[src/rtl/gld_pkg.sv]
// shared types and constants for the gif lzw pixel decoder
`timescale 1ns / 1ps
package gld_pkg;

  localparam int TABLE_SIZE = 4096;
  localparam int MAX_CODE_BITS = 12;
  localparam int ADDR_W = $clog2(TABLE_SIZE);
  localparam int CODE_W = ADDR_W + 1;

  localparam logic [CODE_W-1:0] NONE_CODE = CODE_W'(TABLE_SIZE + 2);
  localparam logic [CODE_W-1:0] TABLE_LIMIT = CODE_W'(TABLE_SIZE);

  localparam logic [1:0] OP_START = 2'd0;
  localparam logic [1:0] OP_PUSH  = 2'd1;
  localparam logic [1:0] OP_PULL  = 2'd2;

  localparam logic [2:0] ST_ACCEPTED = 3'd0;
  localparam logic [2:0] ST_FULL     = 3'd1;
  localparam logic [2:0] ST_PIXEL    = 3'd2;
  localparam logic [2:0] ST_CLEAR    = 3'd3;
  localparam logic [2:0] ST_NEED     = 3'd4;
  localparam logic [2:0] ST_END      = 3'd5;
  localparam logic [2:0] ST_DEFECT   = 3'd6;

  localparam logic [3:0] MIN_SIZE_RESET = 4'd8;

  typedef enum logic [1:0] {
    S_IDLE,
    S_EXEC,
    S_POP,
    S_TRACE
  } state_t;

  typedef enum logic [2:0] {
    CMD_NONE,
    CMD_LATCH,
    CMD_EXEC,
    CMD_POP,
    CMD_STEP
  } cmd_t;

  typedef struct packed {
    logic out_free;
    logic to_pop;
    logic to_trace;
    logic trace_done;
  } dp_status_t;

endpackage

[src/rtl/gld_ctrl.sv]
// controller state machine for the gif lzw pixel decoder
`timescale 1ns / 1ps
module gld_ctrl (
  input  logic               clk,
  input  logic               rst_n,
  input  logic               in_valid,
  output logic               in_ready,
  input  gld_pkg::dp_status_t sts,
  output gld_pkg::cmd_t      cmd
);

  gld_pkg::state_t state_r, state_nxt;

  always_ff @(posedge clk) begin
    if (!rst_n) begin
      state_r <= gld_pkg::S_IDLE;
    end else begin
      state_r <= state_nxt;
    end
  end

  always_comb begin
    state_nxt = state_r;
    unique case (state_r)
      gld_pkg::S_IDLE: begin
        if (in_valid) state_nxt = gld_pkg::S_EXEC;
      end
      gld_pkg::S_EXEC: begin
        if (sts.out_free) begin
          if (sts.to_pop) state_nxt = gld_pkg::S_POP;
          else if (sts.to_trace) state_nxt = gld_pkg::S_TRACE;
          else state_nxt = gld_pkg::S_IDLE;
        end
      end
      gld_pkg::S_POP: state_nxt = gld_pkg::S_IDLE;
      gld_pkg::S_TRACE: begin
        if (sts.trace_done) state_nxt = gld_pkg::S_IDLE;
      end
      default: state_nxt = gld_pkg::S_IDLE;
    endcase
  end

  always_comb begin
    in_ready = 1'b0;
    cmd = gld_pkg::CMD_NONE;
    unique case (state_r)
      gld_pkg::S_IDLE: begin
        in_ready = 1'b1;
        if (in_valid) cmd = gld_pkg::CMD_LATCH;
      end
      gld_pkg::S_EXEC: begin
        if (sts.out_free) cmd = gld_pkg::CMD_EXEC;
      end
      gld_pkg::S_POP: cmd = gld_pkg::CMD_POP;
      gld_pkg::S_TRACE: cmd = gld_pkg::CMD_STEP;
      default: cmd = gld_pkg::CMD_NONE;
    endcase
  end

endmodule

[config.mk]
export PLATFORM = sky130hd
export DESIGN_NAME = gld_ctrl
export DESIGN_NICKNAME = d
export VERILOG_FILES = /design/src/rtl/gld_pkg.sv /design/src/rtl/gld_ctrl.sv
export SDC_FILE = /design/constraint.sdc
export NUM_CORES = 1
export LEC_CHECK = 0
export ABC_CLOCK_PERIOD_IN_PS = 900
export BUFFER_PORTS_ARGS = -buffer_cell sky130_fd_sc_hd__buf_2
export CAP_MARGIN = 15
export CELL_PAD_IN_SITES_DETAIL_PLACEMENT = 1
export CELL_PAD_IN_SITES_GLOBAL_PLACEMENT = 1
export CORE_AREA = 2 2 39 41
export CTS_CLUSTER_SIZE = 28
export DETAILED_ROUTE_END_ITERATION = 6
export DIE_AREA = 0 0 41 43
export HOLD_SLACK_MARGIN = 0.03
export PLACE_DENSITY = 0.47
export SLEW_MARGIN = 5
export SYNTH_ARGS = -nofsm -noshare
export SYNTH_HDL_FRONTEND = slang
export SYNTH_SLANG_ARGS = --single-unit
[constraint.sdc]
create_clock -name clk -period 0.9 [get_ports clk]
set_input_delay 0.09 -clock clk [delete_from_list [all_inputs] [get_ports clk]]
set_output_delay 0.09 -clock clk [all_outputs]
set_load 0.05 [all_outputs]
Word level (Yosys, flattened, before mapping)

Index checks and enable logic that the tools add are counted.

Multiplexer cells: 10
Eq/ne operators: 6
Reductions and logical operators: 2

Operator list:

| kind               | number |
|---|---|
| $mux 2             | 6 |
| $pmux 3 s4         | 1 |
| $pmux 2 s4         | 1 |
| $ne 2x2->1 const B | 3 |
| $eq 2x2->1 const B | 2 |
| $reduce_and 3->1   | 1 |
| $eq 2x1->1 const B | 1 |
| $logic_not 2->1    | 1 |
| $mux 1             | 2 |

Bits of input ports: 7
Word-level logic and storage cells: 19
Output and inout port bits: 4
Flip-flop bits (word level): 2

Longest topological paths before layout

Gate-level depths: netlist of the first run.

Depth in word-level cells: 4
Mapped depth: 3
Depth with buffers taken out: 3

Worst setup path after synthesis of the first run

OpenSTA, ideal clock, no wires.

Path kind: register -> output
Start: register state_r[1]
End: output port cmd[0]
Cell stages (with the launch flop): 3
Path buffers: 0
Arrival time: 1121 ps
Data required time: 810 ps
Slack: -311 ps
Cells stage by stage: dfxtp_1 -> nor2_1 -> nor2_1

Word-level cells in the longest chain between the ends: 2
Elaborated cells between the ends (all ways): 5
Classes of those cells: eq/ne: 3; mux: 1; reduce/logical: 1

Ends and longest elaborated chain:

| item                               | line           | source |
|---|---|---|
| start: declaration                 | gld_ctrl.sv:12 | `gld_pkg::state_t state_r, state_nxt;` |
| start signal: assignment           | gld_ctrl.sv:16 | `state_r <= gld_pkg::S_IDLE;` |
| start signal: assignment           | gld_ctrl.sv:18 | `state_r <= state_nxt;` |
| $eq 2x2->1 (tied with other cells) | gld_ctrl.sv:46 | `unique case (state_r)` |
| $pmux 3 s4 *                       | gld_ctrl.sv:46 |  |
| end: declaration                   | gld_ctrl.sv:9  | `output gld_pkg::cmd_t cmd` |

Mark *: on every way between the ends. The rest lies on a longest branch, timed or not.

Worst setup path in the final report of the first run

Start: register state_r[1]
End: output port cmd[1]

The elaborated chain is that of the path after synthesis.

==> impl_summary.md, run 1 <==
Setup path
The sort of element at the start of the critical path is a register. The worst setup path is captured at an output port. Counting cells, the worst reg-to-reg path comes to 4. The stage delay of the slowest cell on the critical path is 0.36 ns. The arrival time reported for the critical path endpoint is 1.04 ns. For the worst setup path, the data required time is 0.81 ns.

Along the worst path, the maximum fanout reaches 6. For this design, the slowest cell found on the critical path is dfxtp_4. The critical path goes through nor2b_2 -> mux2_4 -> buf_8. The worst setup path is of the register to output port kind.

Clocking
The clock transition at the registers of the reported paths is 0.03 ns. Counting every sink on the clock net gives 2. No sink is reached through more buffers than the 2 on the longest clock path.

TritonCTS built the clock tree. The latest clock arrival within the worst-skew pair is about 0.22 ns. The count of hold buffers inserted by post-cts repair is 0. The number of buffers created by CTS is 3. The tree is rooted in a clkbuf_4. The number of H-tree levels is 1.

Detailed routing
The via count is 194. Wires add up to roughly 500 um. The number of vias per cell is 3.804. The number of iterations in the first detailed-routing pass is 2.

The DRC violations left is 0. In this run the remaining antenna-violating nets after routing total 0. In this run, the number of DRC markers left after iteration 0 of detailed routing was 1. The routed wire length per instance is 9.686 um.

GRT
The wire length of the first global-routing pass is around 780 um. The global-route total usage across every layer is 0.07207. The number of antenna violations at the first check in global routing is 0.

The via count of the first global-routing pass is ~200. The maximum number of pins on one net before global-route repair is 7. The global-route congestion overflow total is 0.

Min path
The tightest min-delay check is of the input port to register type. The worst hold path passes through 3 cells.

Timing
The minimum period implied by the final worst setup slack is 1.134 ns. Setup slack on the critical path of the routed design comes to -0.2344 ns. The final hold violation count is 0. The final cycle utilization of the critical path is 1.260. The smallest hold slack is 0.1160 ns. The final number of max-transition violations came to 0. The total setup violations reported at the end of the flow is 4.

The maximum clock frequency is 881.5 MHz. The worst pin sits at a relative slew slack of 0.8671. The worst clock skew is 0.001323 ns. Setup repair after global routing could not meet its margin everywhere. The actual transition at the worst max-transition pin is between 0.15 and 0.2 ns.

Floorplanning
The initial utilization of the core area, before any placement, comes to 0.09674. The die is 43 um tall. After floorplanning, the core was sized to cover 1384 um^2. The floorplan die area is 1763 um^2. Measured along the x axis, the die boundary spans 41 um. The row count is 14. The number of primary I/O pins is 11.

Run status
The flow ran to the end, but the final reports show violations. The final reports fail on setup timing.

Synth
The largest family of logic cells by synthesized area is simple AND/OR/NAND/NOR gates. Of the total synthesized cell area, the portion taken by AND, OR, NAND and NOR gates is 0.4486. The post-synthesis instance total is 17. The synthesis-stage register bit count is 2.

Of the total synthesized cell area, the portion taken by full adders, half adders and majority gates is 0. After synthesis, the mean cell area works out to around 7.9 um^2. The fraction of the mapped netlist area in compound gates is 0.1402. Yosys printed 0 warnings. Counting every net in the synthesized netlist gives 24. The area share of xor/xnor cells in the synthesized design is 0. The share of the yosys chip area belonging to registers is 0.2991. The portion of synthesized area spent on multiplexers is 0.1121. Yosys mapped the design onto 12 distinct sky130hd cell types. The mapped netlist covers 133.9 um^2.

Cells and area
The repair_antennas step left the layout with diodes totalling 0. At the end of the flow the core is filled with cells to 0.2306. Relative to the synthesized area, the layout overhead comes to 138.3%. The final cell count without fillers is 51. In the final layout, the share of cells above drive strength 1 is 0.7143. The final-stage net count is 44. The largest registers in the layout are state_r x2.

The register bank with the most flops is state_r. The flip-flop count of the largest register, all copies and words added is 2.

Run
The count of max-cap constraint violations is 0.

Pwr
The analysis attributes to cell leakage a power of ~0.14 nW. The design draws approximately 0.5 mW. VDD sags by at most 448.2 uV. The power density over cell area is 1602 nW/um^2.

Placed design
Detailed placement finished with a half-perimeter wire length of 381.3 um. Routability-driven placement finished with a final weighted congestion of 0.6120. Counting tap cells, the placed design contains a total of 47 instances.

Input and output buffers added on the ports amount to 10.
## cell usage in the layout (no fill, tap or decap)
cell type  netlist  routed
nand2_1          2       2
nand2b_1         2       2
nor2_1           3       1
and2_2           1       1
buf_8            0       2
nor2b_2          1       1
buf_6            0       2
a32oi_1          1       1
dfxtp_4          0       2
clkbuf_4         0       3
o21ai_0          1       1
nand3b_1         1       1
buf_2            0       6
nand3_1          1       1
a21oi_1          1       1
nor2_4           0       2
buf_4            0       5
mux2_4           1       1
## metal layers
metal  part of all wire  track usage  up-vias
li1                   -            -       98
met1               0.43      0.06688       83
met2               0.44      0.09375       11
met3               0.12      0.06283        2
met4              0.012      0.06000        0
met5                  0            0        -
## report_power, final
part | switching (mW) | internal (mW)
clock network | 0.0482 | 0.147
registers | 0.00969 | 0.0967
logic | 0.111 | 0.0986
## Yosys cell counts
cell,instances,area (um^2)
nor2_1,3,11.26
dfxtp_1,2,40.04
nand2_1,2,7.510
nand2b_1,2,12.51
a21oi_1,1,5.000
a32oi_1,1,8.760
and2_2,1,7.510
mux2_4,1,15.01
nand3_1,1,5.000
nand3b_1,1,7.510
nor2b_2,1,8.760
o21ai_0,1,5.000
## final cells by class
class	instances	area, um^2
fillers	168	1065
well taps	16	20.02
repair buffers	15	120.1
multi-input cells	15	108.9
flip-flops and latches	2	47.55
clock buffers	3	22.52
## per-stage QoR
| step | area, um^2 | setup WS [ns] | TNS [ns] |
|---|---|---|---|
| 6_report | 319.1 | -0.2344 | -0.6436 |
| 5_1_grt | 319.1 | -0.2708 | -0.8900 |
| 4_1_cts | 312.8 | -0.2496 | -0.6739 |
| 3_5_place_dp | 244.0 | -0.1442 | -0.2374 |
| 3_3_place_gp | 244.0 | -0.1534 | -0.3219 |
| 2_1_floorplan | 143.9 | -0.05056 | -0.07251 |
## timing repair
action                     CTS  global route
pin swaps                    0             2
setup endpoints to repair    6             6
resized for setup           13             2
buffers inserted             1             0
## critical path, delay by kind of cell (launching register included)
kind	cells	cell delay (ns)
buffers and inverters	1	0.15
and+or+nand+nor	1	0.05
DFF	1	0.36
muxes	1	0.26
## final timing paths
kind,start,slack (ns),endpoint
setup reg to reg,state_r[1],0.02,state_r[1]
hold / removal,rst_n,0.12,state_r[1]
hold reg to reg,state_r[0],0.58,state_r[0]
setup / recovery,state_r[1],-0.23,cmd[1]
## kinds of logic (layout without fill, tap and decap cells)
kind of cell,after synthesis,after routing
AND/OR/NAND/NOR,11,11
AO/OA/AOI/OAI,3,3
flip-flops,2,2
multiplexers,1,1
buffers and inverters,0,18
No activity file was read; power rests on OpenSTA's default activity.
==> inputs of run 2 (changes only) <==
ABC_AREA = 1   (was not set)
CTS_BUF_LIST = sky130_fd_sc_hd__clkbuf_8   (was not set)
PLACE_DENSITY = 0.5   (was 0.47)
==> run 2 against run 1 <==
  * The flow still finishes with violations (setup timing)
  * Power up 33%
  * Non-clock buffer count fell by 2
  * Sequential share of layout area fell by 1.6 points
  * Critical endpoint is now in_ready
  * Largest cell class is now multi-input gates
  * Largest power group is now the clock network
==> impl_summary.md, run 2 <==
Cells and area
In the final layout, the share of cells above drive strength 1 is 0.6905. The antenna diode count is 0. The area overhead of the layout relative to synthesis is 136.4%. The final standard cell area without fillers is about 360 um^2. The largest registers in the layout are state_r x2. The library cells used most frequently in the layout, excluding fill and tap cells, are buf_2, buf_6, nand3_1, inv_1.

The flip-flop count of the largest register, all copies and words added is 2. The library cell used most frequently in the layout, excluding fill and tap cells, is buf_2. The final-stage net count is 51. Counting flops per register, the top entry is state_r.

GRT
The first global-routing pass estimated about 900 um of wire. The maximum number of pins on one net before global-route repair is 7. The total overflow left after global routing is 0. The via count of the first global-routing pass is 238. The number of antenna violations at the first check in global routing was 0. The global-route total usage across every layer is 0.07816.

Setup path
Data arrives at the worst endpoint at 0.95 ns. The startpoint of the worst register-to-register path is state_r[1]. The maximum fanout count along the critical path is 3. The worst-case reg-to-reg path depth is 7.

The signal on the critical path passes through buf_6 -> nor2_4 -> buf_6. The endpoint class of the critical path is an output port. The cell at the slowest stage of the critical path is dfxtp_4.

The required time reported for the critical path endpoint is 0.81 ns. The classification of the worst setup path is register to output port. In this design, the stage delay of the slowest critical-path cell is 0.35 ns. The setup check on the worst reg-to-reg path leaves a slack of -0.09 ns. The most numerous cell type found on the critical path is buf_6. STA classifies the critical path startpoint as a register. In this run the critical register-to-register path is captured at state_r[0].

Floorplanning
The floorplan step defined a die boundary enclosing 1763 um^2. The die is 43 um tall. The area of the core is 1384 um^2. The number of primary I/O pins is 11. The overall die width is slightly above 40 um. For this configuration, the core starts out at a cell density of 0.1094.

In this run the core area contains 14 standard-cell rows.

Timing
Setup repair after global routing could not meet its margin everywhere. Setup violations remaining at the end of the flow were counted as 5. The final hold violation count came to 0. The worst path setup slack after routing is -0.1429 ns.

Clock skew on the completed layout was measured at 0.002292 ns. For the pin with the worst max-slew slack, the measured transition is between 0.1 and 0.15 ns. In the finished design, the share of the clock period the worst path needs comes to 1.159. The worst slew margin relative to its limit is 0.9179. Summed over all failing endpoints, the final setup total negative slack is -0.5481 ns. After layout, the minimum clock period comes to 1.043 ns.

The final number of max-transition violations came to 0. The maximum clock frequency is 958.9 MHz.

Min path
The cell count of the worst hold path is 3. The startpoint of the lowest-slack hold path is rst_n. The worst hold endpoint is state_r[0]. The worst hold path belongs to the class input port to register.

Detailed routing
For this run, the detailed router's first-pass iteration total came to 1. For this block, the via count after detailed routing is 214. The final routed wirelength across all metal layers is 480 um. In this run the remaining antenna-violating nets after routing total 0. The routed wire length per instance is 8.276 um. The DRC violations left is 0. The detailed router finished its first iteration with 0 violations. After detailed routing, the number of vias per cell comes to 3.690.

Synth
The cell area that synthesis handed to floorplanning was 151.4 um^2. The share of the yosys chip area belonging to registers is 0.2645. Sorting the synthesized cells by area gives the leading types as dfxtp_1, nand3_1, inv_1. After synthesis, the mean cell area works out to 5.823 um^2.

The synthesized design contains 0 enable-type register cells. The number of nets handed over by synthesis was 33. The most instantiated library cell after synthesis is inv_1.

By count the netlist is led by inv_1, nand3_1, nand2_1. For this run, the number of Yosys warnings is 0. The biggest area contributor in the post-synthesis netlist is dfxtp_1. In this run, synthesis produced a sequential element count of 2. In the synthesized netlist the dominant register cell turns out to be dfxtp_1. The share of flip-flops with an asynchronous set or reset is 0. Of the post-synthesis cell area, the dominant cell type holds 0.2645.

Synthesis produced 26 cells. The netlist uses 10 different library cells.

Pwr
The maximum resistive drop on vdd is 589.6 uV. For this design the static power due to leakage is roughly 0.18 nW. The power density over cell area is about 1900 nW/um^2.

Run
Across the run, the number of max-cap violations was 0.

Clocking
The longest clock path from root to sink contains 2 buffers. The latest clock arrival within the worst-skew pair is approximately 0.21 ns. The clock transition at the registers of the reported paths is around 0.03 ns. Buffers inserted to repair hold after CTS numbered 0. CTS built an H-tree with a depth of 1. The tree is rooted in a clkbuf_8. The clock tree from TritonCTS is done. The clock sink total is 2.

In this run, CTS created clock tree buffers numbering 3.

Placed design
The number of port buffers is 10. The final HPWL from detailed placement is a little under 400 um. The cell area reported after detailed placement is 256.5 um^2.

The placer's final routability congestion estimate is 0.5837.

Run status
The final reports fail on setup timing. The run finished, with violations left.
run 2: changes by cell type after synthesis, moves of 2 or more:
cell	previous run	this run
inv_1	0	6
a21oi_1	1	3
nand2_1	2	4
nand2b_1	2	0
nand3_1	1	5
run 2: metrics by stage:
step           utilization  worst slack, ns  hold slack [ns]  cells  power (mW)
5_1_grt             0.2586          -0.1857           0.1329     58      0.7336
6_report            0.2586          -0.1429           0.1324     58      0.6779
2_1_floorplan            -          -0.2010           0.2088     26      0.2397
3_3_place_gp        0.1854         -0.06995           0.3471     53      0.2848
3_5_place_dp        0.1854         -0.08491           0.3470     53      0.2849
4_1_cts             0.2514          -0.1448           0.1280     58      0.6942
run 2: cell families after synthesis:
family	Yosys count	share of synthesized area
and+or+nand+nor	15	0.4877
DFF	2	0.2645
buffers and inverters	6	0.1487
AOI/OAI and AO/OA	3	0.09914
run 2: what timing repair did:
action,CTS,global route
buffers inserted,2,0
resized for setup,14,3
setup endpoints to repair,6,6
pin swaps,1,1
run 2: power by group:
group          internal, mW  switching (mW)  total [mW]
clock                 0.282          0.0641       0.346
combinational        0.0943           0.124       0.219
sequential           0.0970          0.0160       0.113
total                 0.473           0.204       0.678
run 2: cell type report:
| class | instances | area (um^2) |
|---|---|---|
| multi-input cells | 18 | 122.6 |
| well taps | 16 | 20.02 |
| clock buffers | 3 | 41.29 |
| flip-flops and latches | 2 | 47.55 |
| inverters | 6 | 25.02 |
| repair buffers | 13 | 101.3 |
| fillers | 170 | 1026 |
run 2: worst max path at each step:
stage	from	slack, ns	cells after the start	end
global placement	state_r[0]	-0.07	3	cmd[1]
detailed placement	state_r[0]	-0.08	3	cmd[1]
finish	state_r[1]	-0.14	3	in_ready
CTS	state_r[0]	-0.14	3	cmd[1]
floorplan	state_r[0]	-0.20	3	cmd[1]
global route	state_r[0]	-0.19	3	cmd[1]
run 2: critical path, delay by kind of cell, from the launching register on:
kind / cells / cell delay (ns)
DFF: 1 / 0.35
buffers and inverters: 2 / 0.29
and+or+nand+nor: 1 / 0.11
run 2: layer usage:
layer  share of wire  vias up  track usage  wire, um
met5               0        -            0         0
met4               0        0      0.06000         0
met3           0.081        0      0.03141        39
met2            0.46        9       0.1156       222
met1            0.45       92      0.08307       218
li1                -      113            -         -
